--- config.mk ---
export PLATFORM = sky130hd
export DESIGN_NAME = next_greater_digit_permutation_unit
export DESIGN_NICKNAME = d
export VERILOG_FILES = /design/src/design/ngdp_pkg.sv /design/src/design/ngdp_bcd.sv /design/src/design/ngdp_permute.sv /design/src/design/ngdp_pack.sv /design/src/design/next_greater_digit_permutation_unit.sv
export SDC_FILE = /design/constraint.sdc
export NUM_CORES = 2
export LEC_CHECK = 0
export ABC_CLOCK_PERIOD_IN_PS = 16300
export BUFFER_PORTS_ARGS = -buffer_cell sky130_fd_sc_hd__buf_2
export CAP_MARGIN = 40
export CORE_UTILIZATION = 45
export CTS_CLUSTER_SIZE = 25
export DETAILED_ROUTE_END_ITERATION = 12
export GPL_TIMING_DRIVEN = 0
export PLACE_DENSITY_LB_ADDON = 0.25
export SLEW_MARGIN = 10
export SYNTH_ARGS = -nofsm -noshare
export SYNTH_HDL_FRONTEND = slang
export SYNTH_SLANG_ARGS = --single-unit
--- constraint.sdc ---
create_clock -name clock -period 16.3 [get_ports clock]
set_clock_uncertainty 0.1 [all_clocks]
set_input_delay 0.815 -clock clock [delete_from_list [all_inputs] [get_ports clock]]
set_output_delay 0.815 -clock clock [all_outputs]
set_load 0.02 [all_outputs]
--- src/design/ngdp_pkg.sv ---
// Shared constants and helper functions for the next greater digit permutation unit.
`default_nettype none

package ngdp_pkg;

   // Width of the binary operand and the largest digit count it can produce.
   localparam int NUM_BITS           = 31;
   localparam int NUM_DIGITS         = 10;
   localparam int DEFAULT_MAX_DIGITS = 10;

   // Double-dabble steps folded into one register stage.
   localparam int STEPS_PER_STAGE = 8;

   // Digits summed into the low partial word during recombination.
   localparam int LO_DIGITS = 5;

   localparam int RESULT_BITS = 32;
   localparam logic [RESULT_BITS-1:0] INT_MAX    = 32'h7FFF_FFFF;
   localparam logic [RESULT_BITS-1:0] NONE_VALUE = 32'hFFFF_FFFF;

   // Ten to the power n, evaluated at elaboration for weights and limits.
   function automatic logic [63:0] pow10(input int n);
      logic [63:0] r;
      r = 64'd1;
      for (int i = 0; i < n; i++) begin
         r = r * 64'd10;
      end
      return r;
   endfunction

endpackage

`default_nettype wire

--- src/design/ngdp_bcd.sv ---
// Pipelined binary to BCD conversion, several double-dabble steps per stage.
`default_nettype none

module ngdp_bcd #(
   parameter int DIGITS = ngdp_pkg::NUM_DIGITS
) (
   input  logic                          clock,
   input  logic                          reset,
   input  logic                          in_valid,
   output logic                          in_ready,
   input  logic [ngdp_pkg::NUM_BITS-1:0] in_number,
   output logic                          out_valid,
   input  logic                          out_ready,
   output logic [4*DIGITS-1:0]           out_digits,
   output logic                          out_too_long
);
   import ngdp_pkg::*;

   localparam int Stages = (NUM_BITS + STEPS_PER_STAGE - 1) / STEPS_PER_STAGE;
   localparam int DW     = 4 * DIGITS;
   localparam logic [63:0] Limit = pow10(DIGITS);

   logic                v_ff    [Stages];
   logic [DW-1:0]       bcd_ff  [Stages];
   logic [NUM_BITS-1:0] bin_ff  [Stages];
   logic                long_ff [Stages];
   logic [Stages-1:0]   adv;

   for (genvar s = 0; s < Stages; s++) begin : g_stage
      logic [DW-1:0]       bcd_src;
      logic [NUM_BITS-1:0] bin_src;
      logic                v_src;
      logic                long_src;
      logic                adv_next;
      logic [DW-1:0]       bcd_in;
      logic [NUM_BITS-1:0] bin_in;

      if (s == 0) begin : g_first
         assign bcd_src  = '0;
         assign bin_src  = in_number;
         assign v_src    = in_valid;
         // Operands with more digits than the datapath holds are flagged here.
         assign long_src = ({{(64 - NUM_BITS){1'b0}}, in_number} >= Limit);
      end else begin : g_next
         assign bcd_src  = bcd_ff[s-1];
         assign bin_src  = bin_ff[s-1];
         assign v_src    = v_ff[s-1];
         assign long_src = long_ff[s-1];
      end

      if (s == Stages - 1) begin : g_last
         assign adv_next = out_ready;
      end else begin : g_mid
         assign adv_next = adv[s+1];
      end

      assign adv[s] = !v_ff[s] || adv_next;

      always_comb begin : dabble
         logic [DW-1:0]       b;
         logic [NUM_BITS-1:0] r;
         b = bcd_src;
         r = bin_src;
         for (int q = 0; q < STEPS_PER_STAGE; q++) begin
            if (s * STEPS_PER_STAGE + q < NUM_BITS) begin
               for (int j = 0; j < DIGITS; j++) begin
                  if (b[4*j +: 4] >= 4'd5) begin
                     b[4*j +: 4] = b[4*j +: 4] + 4'd3;
                  end
               end
               {b, r} = {b[DW-2:0], r, 1'b0};
            end
         end
         bcd_in = b;
         bin_in = r;
      end

      always_ff @(posedge clock) begin
         if (reset) begin
            v_ff[s] <= 1'b0;
         end else if (adv[s]) begin
            v_ff[s] <= v_src;
         end
      end

      always_ff @(posedge clock) begin
         if (adv[s]) begin
            bcd_ff[s]  <= bcd_in;
            bin_ff[s]  <= bin_in;
            long_ff[s] <= long_src;
         end
      end
   end

   assign in_ready     = adv[0];
   assign out_valid    = v_ff[Stages-1];
   assign out_digits   = bcd_ff[Stages-1];
   assign out_too_long = long_ff[Stages-1];

endmodule

`default_nettype wire

--- src/design/ngdp_permute.sv ---
// Pivot search and suffix rearrangement on the decimal digits, three stages.
`default_nettype none

module ngdp_permute #(
   parameter int DIGITS = ngdp_pkg::NUM_DIGITS
) (
   input  logic                clock,
   input  logic                reset,
   input  logic                in_valid,
   output logic                in_ready,
   input  logic [4*DIGITS-1:0] in_digits,
   input  logic                in_too_long,
   output logic                out_valid,
   input  logic                out_ready,
   output logic [4*DIGITS-1:0] out_digits,
   output logic                out_none
);
   import ngdp_pkg::*;

   localparam int DW = 4 * DIGITS;
   localparam int KW = $clog2(DIGITS);

   logic adv1, adv2, adv3;
   logic v1_ff, v2_ff, v3_ff;

   // Stage 1: pivot position, the lowest digit index k that is smaller
   // than its less significant neighbor and lies inside the number.
   logic [DW-1:0] dig1_ff;
   logic [KW-1:0] k1_ff, k1_in;
   logic          found1_ff, found1_in;
   logic          long1_ff;

   always_comb begin
      logic              above;
      logic [DIGITS-1:0] rise;
      above = 1'b0;
      rise  = '0;
      k1_in = '0;
      for (int j = DIGITS - 1; j >= 1; j--) begin
         above   = above || (in_digits[4*j +: 4] != 4'd0);
         rise[j] = above && (in_digits[4*j +: 4] < in_digits[4*(j-1) +: 4]);
      end
      for (int j = DIGITS - 1; j >= 1; j--) begin
         if (rise[j]) begin
            k1_in = KW'(j);
         end
      end
      found1_in = |rise;
   end

   // Stage 2: pivot digit and the smallest suffix digit above it.
   logic [DW-1:0] dig2_ff;
   logic [KW-1:0] k2_ff;
   logic [KW-1:0] m2_ff, m2_in;
   logic [3:0]    pv2_ff, pv2_in;
   logic          none2_ff;

   always_comb begin
      logic [DW-1:0] shifted;
      shifted = dig1_ff >> {k1_ff, 2'b00};
      pv2_in  = shifted[3:0];
      m2_in   = '0;
      for (int j = DIGITS - 1; j >= 0; j--) begin
         if ((KW'(j) < k1_ff) && (dig1_ff[4*j +: 4] > pv2_in)) begin
            m2_in = KW'(j);
         end
      end
   end

   // Stage 3: reversed suffix with the pivot swapped in.
   logic [DW-1:0] dig3_ff, dig3_in;
   logic          none3_ff;

   always_comb begin
      logic [DW-1:0] rev;
      logic [DW-1:0] tail;
      logic [DW-1:0] from_m;
      logic [KW:0]   sh;
      logic [KW-1:0] pos;
      for (int j = 0; j < DIGITS; j++) begin
         rev[4*j +: 4] = dig2_ff[4*(DIGITS-1-j) +: 4];
      end
      sh     = (KW+1)'(DIGITS) - {1'b0, k2_ff};
      tail   = rev >> {sh, 2'b00};
      from_m = dig2_ff >> {m2_ff, 2'b00};
      pos    = k2_ff - KW'(1) - m2_ff;
      for (int j = 0; j < DIGITS; j++) begin
         if (KW'(j) > k2_ff) begin
            dig3_in[4*j +: 4] = dig2_ff[4*j +: 4];
         end else if (KW'(j) == k2_ff) begin
            dig3_in[4*j +: 4] = from_m[3:0];
         end else if (KW'(j) == pos) begin
            dig3_in[4*j +: 4] = pv2_ff;
         end else begin
            dig3_in[4*j +: 4] = tail[4*j +: 4];
         end
      end
   end

   assign adv3 = !v3_ff || out_ready;
   assign adv2 = !v2_ff || adv3;
   assign adv1 = !v1_ff || adv2;

   always_ff @(posedge clock) begin
      if (reset) begin
         v1_ff <= 1'b0;
         v2_ff <= 1'b0;
         v3_ff <= 1'b0;
      end else begin
         if (adv1) begin
            v1_ff <= in_valid;
         end
         if (adv2) begin
            v2_ff <= v1_ff;
         end
         if (adv3) begin
            v3_ff <= v2_ff;
         end
      end
   end

   always_ff @(posedge clock) begin
      if (adv1) begin
         dig1_ff   <= in_digits;
         k1_ff     <= k1_in;
         found1_ff <= found1_in;
         long1_ff  <= in_too_long;
      end
      if (adv2) begin
         dig2_ff  <= dig1_ff;
         k2_ff    <= k1_ff;
         m2_ff    <= m2_in;
         pv2_ff   <= pv2_in;
         none2_ff <= !found1_ff || long1_ff;
      end
      if (adv3) begin
         dig3_ff  <= dig3_in;
         none3_ff <= none2_ff;
      end
   end

   assign in_ready   = adv1;
   assign out_valid  = v3_ff;
   assign out_digits = dig3_ff;
   assign out_none   = none3_ff;

endmodule

`default_nettype wire

--- src/design/ngdp_pack.sv ---
// BCD to binary recombination with range check and result register, three stages.
`default_nettype none

module ngdp_pack #(
   parameter int DIGITS = ngdp_pkg::NUM_DIGITS
) (
   input  logic                             clock,
   input  logic                             reset,
   input  logic                             in_valid,
   output logic                             in_ready,
   input  logic [4*DIGITS-1:0]              in_digits,
   input  logic                             in_none,
   output logic                             out_valid,
   input  logic                             out_ready,
   output logic [ngdp_pkg::RESULT_BITS-1:0] out_value,
   output logic                             out_has_next
);
   import ngdp_pkg::*;

   localparam int PW = 17;
   localparam int AW = 2 * PW + 1;

   logic adv1, adv2, adv3;
   logic v1_ff, v2_ff, v3_ff;

   // Stage 1: low and high partial words, each a sum of constant-weighted digits.
   logic [PW-1:0] lo1_ff, lo1_in, hi1_ff, hi1_in;
   logic          none1_ff;

   always_comb begin
      lo1_in = '0;
      hi1_in = '0;
      for (int i = 0; i < DIGITS; i++) begin
         if (i < LO_DIGITS) begin
            lo1_in = lo1_in + PW'(in_digits[4*i +: 4]) * PW'(pow10(i));
         end else begin
            hi1_in = hi1_in + PW'(in_digits[4*i +: 4]) * PW'(pow10(i - LO_DIGITS));
         end
      end
   end

   // Stage 2: full binary value.
   logic [AW-1:0] acc2_ff, acc2_in;
   logic          none2_ff;

   assign acc2_in = AW'(hi1_ff) * AW'(pow10(LO_DIGITS)) + AW'(lo1_ff);

   // Stage 3: range check and the registered result.
   logic [RESULT_BITS-1:0] value3_ff, value3_in;
   logic                   has3_ff, has3_in;

   assign has3_in   = !none2_ff && (acc2_ff <= AW'(INT_MAX));
   assign value3_in = has3_in ? acc2_ff[RESULT_BITS-1:0] : NONE_VALUE;

   assign adv3 = !v3_ff || out_ready;
   assign adv2 = !v2_ff || adv3;
   assign adv1 = !v1_ff || adv2;

   always_ff @(posedge clock) begin
      if (reset) begin
         v1_ff <= 1'b0;
         v2_ff <= 1'b0;
         v3_ff <= 1'b0;
      end else begin
         if (adv1) begin
            v1_ff <= in_valid;
         end
         if (adv2) begin
            v2_ff <= v1_ff;
         end
         if (adv3) begin
            v3_ff <= v2_ff;
         end
      end
   end

   always_ff @(posedge clock) begin
      if (adv1) begin
         lo1_ff   <= lo1_in;
         hi1_ff   <= hi1_in;
         none1_ff <= in_none;
      end
      if (adv2) begin
         acc2_ff  <= acc2_in;
         none2_ff <= none1_ff;
      end
      if (adv3) begin
         value3_ff <= value3_in;
         has3_ff   <= has3_in;
      end
   end

   assign in_ready     = adv1;
   assign out_valid    = v3_ff;
   assign out_value    = value3_ff;
   assign out_has_next = has3_ff;

endmodule

`default_nettype wire

--- src/design/next_greater_digit_permutation_unit.sv ---
// Top level of the next greater digit permutation unit.
//
// The unit takes a positive integer on the req_ stream and returns, on the
// rsp_ stream, the smallest larger number made of the same decimal digits.
// When no such number exists, or when it does not fit in 31 bits, the
// result is all ones (-1) and the has_next flag on rsp_tuser is low.
// Each request transaction produces exactly one response transaction, in
// order.
//
// The datapath is a ten-stage pipeline: four stages of binary to BCD
// conversion (eight double-dabble steps per stage, seven in the last), three
// stages of pivot search and suffix rearrangement, and three stages of
// recombination, range check and result register. Unless the receiver
// stalls the pipeline, a request can be taken every cycle.
//
// Each stage holds its own valid bit and advances whenever it is empty or
// the stage after it advances. When the receiver stalls, the result waits
// in the output register and empty stages upstream keep filling, so
// requests are still taken until the pipeline is full. Synchronous reset
// clears all valid bits; no response is pending after reset.
`default_nettype none

module next_greater_digit_permutation_unit #(
   parameter int MAX_DIGITS = ngdp_pkg::DEFAULT_MAX_DIGITS
) (
   input  logic        clock,
   input  logic        reset,
   input  logic        req_tvalid,
   output logic        req_tready,
   input  logic [31:0] req_tdata,   // [30:0] number_in, [31] zero fill
   output logic        rsp_tvalid,
   input  logic        rsp_tready,
   output logic [31:0] rsp_tdata,   // [31:0] next_value
   output logic        rsp_tuser    // [0] has_next
);
   import ngdp_pkg::*;

   // Digit slots actually built: a 31-bit operand never needs more than ten.
   localparam int Slots = (MAX_DIGITS < NUM_DIGITS) ? MAX_DIGITS : NUM_DIGITS;

   logic                 bcd_valid, bcd_ready, bcd_too_long;
   logic [4*Slots-1:0]   bcd_digits;
   logic                 perm_valid, perm_ready, perm_none;
   logic [4*Slots-1:0]   perm_digits;

   ngdp_bcd #(
      .DIGITS(Slots)
   ) u_bcd (
      .clock       (clock),
      .reset       (reset),
      .in_valid    (req_tvalid),
      .in_ready    (req_tready),
      .in_number   (req_tdata[NUM_BITS-1:0]),
      .out_valid   (bcd_valid),
      .out_ready   (bcd_ready),
      .out_digits  (bcd_digits),
      .out_too_long(bcd_too_long)
   );

   ngdp_permute #(
      .DIGITS(Slots)
   ) u_permute (
      .clock      (clock),
      .reset      (reset),
      .in_valid   (bcd_valid),
      .in_ready   (bcd_ready),
      .in_digits  (bcd_digits),
      .in_too_long(bcd_too_long),
      .out_valid  (perm_valid),
      .out_ready  (perm_ready),
      .out_digits (perm_digits),
      .out_none   (perm_none)
   );

   ngdp_pack #(
      .DIGITS(Slots)
   ) u_pack (
      .clock       (clock),
      .reset       (reset),
      .in_valid    (perm_valid),
      .in_ready    (perm_ready),
      .in_digits   (perm_digits),
      .in_none     (perm_none),
      .out_valid   (rsp_tvalid),
      .out_ready   (rsp_tready),
      .out_value   (rsp_tdata),
      .out_has_next(rsp_tuser)
   );

endmodule

`default_nettype wire

==> impl_metrics.py <==
metrics = {
    "finish": {
        "antenna_cells": 0,
        "final_common_cell": "ha_1",
        "drive_above_1_share": 0.0845,
        "mostFrequentLayoutCells": "528 x ha_1, 499 x inv_1, 394 x edfxtp_1",
        "fillers": 8582,
        "syn_to_final_growth_pct": 8.88,
        "fin_nets": 5305,
    },
    "critical_path": {
        "cp_slowest_cell": "o31ai_1",
        "r2r-end": "u_bcd.bcd_ff[1][9]",
        "cp-start-kind": "flop",
        "path_class": "flop to flop",
        "cp-end-kind": "flop",
        "worst_ep_arrival_time_ns": 7.41,
        "reg2reg_slack_ns": 9.13,
        "worst_r2r_path_depth": 34,
        "slowest_delay_ns": 0.43,
        "worstReg2RegStart": "u_bcd.bcd_ff[0][0]",
        "cp.required_ns": 16.55,
        "worstPathMaxFanout": 8,
    },
    "die": {
        "coreArea_mm2": 0.0922,
        "start_util": 0.457,
        "io_pins": 71,
        "rows": 111,
        "fp.dieW_um": 308,
        "dieArea_mm2": 0.0948,
        "die_y_um": 308,
    },
    "hold_path": {
        "min_path_cells": 1,
        "hp-start": "req_tdata[0]",
        "hp-class": "input port to flop",
        "hold_end": "u_bcd.bin_ff[0][1]",
    },
    "sta": {
        "worstMarginPinSlew_ns": 0.903,
        "rsz0062_at_grt": "false",
        "fmax_ghz": 0.140,
        "slew_headroom": 0.393,
        "setup-violations-final": 0,
        "layout_min_cycle_time_ns": 7.17,
        "finalHoldViolCount": 0,
        "slew_viol_final": 0,
        "fin_tns_setup_ns": 0,
        "period_share": 0.440,
    },
    "clock_tree": {
        "clk_latency_ns": 0.62,
        "postCtsResizedCells": 0,
        "clkSlewWorstSetupHoldPaths_ns": 0.06,
        "htree_num_levels": 2,
        "clk_path_buf_depth": 3,
        "clock_sinks": 400,
        "cts-hold-fix-buffers": 0,
        "cts-buffers-inserted": 48,
        "tritoncts": "built",
        "clock-root-buffer": "clkbuf_16",
        "post-cts-setup-buffers": 0,
    },
    "drt": {
        "drt-wirelength-per-cell_um": 15.0,
        "drtPass1Iterations": 6,
        "routed-via-count": 32300,
        "antenna_left": 0,
        "drtIter0Drc": 1703,
        "drt-total-wl_um": 89000,
        "drc": 0,
        "via_per_inst": 5.47,
    },
    "placement": {
        "io_buffers": 69,
        "dpl.hpwl_um": 70900,
        "place_congestion": 1.01,
    },
    "synth": {
        "netlist_area_mm2": 0.0421,
        "netlist_instances": 4509,
        "syn-mean-instance-area_um2": 9.34,
        "yosys.area.top_type": "edfxtp_1",
        "synth.ff_latch_count": 400,
        "synth-edff-count": 394,
        "async_flop_share": 0,
        "yosys-top-cells-area": "edfxtp_1 28%, ha_1 16%, fa_1 4.9%",
        "synth_cell_types": 122,
        "syn-num-nets": 5177,
        "ys_warn_count": 0,
        "synth.yosys.seq_area_share": 0.284,
        "synth_top_area_share": 0.281,
        "dominantRegCellSynth": "edfxtp_1",
    },
    "global_routing": {
        "overflow": 0,
        "grt_pass1_vias": 30700,
        "grt.total_usage": 0.185,
        "grt_max_degree": 42,
        "antenna_found_initial": 0,
        "grt_pass1_wl_um": 147000,
    },
    "status": {
        "status": "finished, final reports clean",
    },
    "flow_run": {
        "drv_cap": 0,
    },
}
## critical path, delay by kind of cell, from the launching register on
family	cells	cell delay, ns
AO/OA/AOI/OAI	11	2.36
adder cells (fa/ha/maj)	5	1.13
buffers and inverters	8	1.08
flip-flops	1	0.41
multiplexers	1	0.37
AND/OR/NAND/NOR	9	1.48
## per-stage QoR
| step | hold slack (ns) | instances | area [µm²] | util | setup slack [ns] |
|---|---|---|---|---|---|
| 6_report | 0.269 | 5916 | 45900 | 0.497 | 9.13 |
| 2_1_floorplan | 0.300 | 4509 | 42100 | - | 9.95 |
| 5_1_grt | 0.236 | 5916 | 45900 | 0.497 | 8.32 |
| 3_5_place_dp | 0.305 | 5830 | 44200 | 0.479 | 9.18 |
| 3_3_place_gp | 0.301 | 5821 | 44000 | 0.477 | 9.08 |
| 4_1_cts | 0.219 | 5916 | 45900 | 0.497 | 9.14 |
## logic make-up after synthesis
kind of cell / Yosys count / synth area share
fa+ha+maj: 632 / 0.206
buf+inv: 619 / 0.0558
compound gates: 1159 / 0.184
simple gates: 1154 / 0.136
mux: 297 / 0.0806
xor+xnor: 248 / 0.0539
flops: 400 / 0.284
## layout make-up
class	count	area, µm²	share of cell area
well taps	1243	1560	0.0339
inverters	516	1940	0.0422
multi-input cells	3490	27800	0.607
clock inverters	31	400	0.00873
flip-flops and latches	400	12000	0.261
repair buffers	78	500	0.0109
clock buffers	55	1270	0.0276
plain buffers	103	415	0.00906
## state kept, by name, indices dropped and copies added (netlist names), 17 cells and up
| signal | flops |
|---|---|
| u_pack.lo1_ff | 17 |
| u_bcd.bcd_ff | 102 |
| u_permute.dig1_ff | 40 |
| u_pack.hi1_ff | 17 |
| u_pack.acc2_ff | 35 |
| u_permute.dig2_ff | 40 |
| u_permute.out_digits | 40 |
| u_bcd.bin_ff | 45 |
| u_pack.out_value | 32 |
## worst max path at each step
stage,start,to,slack (ns)
floorplan,u_bcd.bcd_ff[2][4],u_bcd.bcd_ff[3][6],9.95
global placement,rsp_tready,req_tready,9.08
CTS,u_bcd.bcd_ff[0][0],u_bcd.bcd_ff[1][9],9.14
global route,u_bcd.bcd_ff[0][5],u_bcd.bcd_ff[1][9],8.32
finish,u_bcd.bcd_ff[0][0],u_bcd.bcd_ff[1][9],9.13
detailed placement,u_bcd.bcd_ff[0][0],u_bcd.bcd_ff[1][9],9.18
## Yosys cell counts (37+ instances only)
cell type,instances
nand2_1,271
o21a_1,58
a211oi_1,43
mux2_2,70
xnor2_1,179
edfxtp_1,394
o21bai_1,39
nor2b_1,90
a21oi_1,331
inv_1,503
a31oi_1,47
mux2i_1,195
o21ai_1,37
ha_1,528
nor3_1,74
a21o_1,65
clkbuf_1,81
fa_1,104
nand3_1,59
o21ai_0,214
nor2_1,322
xor2_1,58
nand2b_1,100
or3_1,47
## layer usage
metal,vias to the layer above,global-route usage,routed length [µm],share of wire
met5,-,0,0,0
met4,0,0.0519,2250,0.025
met3,141,0.0224,3780,0.043
met2,555,0.321,42100,0.47
met1,15100,0.242,40800,0.46
li1,16500,-,-,-
Power is not shown: default switching activity piles up to over one toggle a cycle in this logic, so the estimate is an artifact.
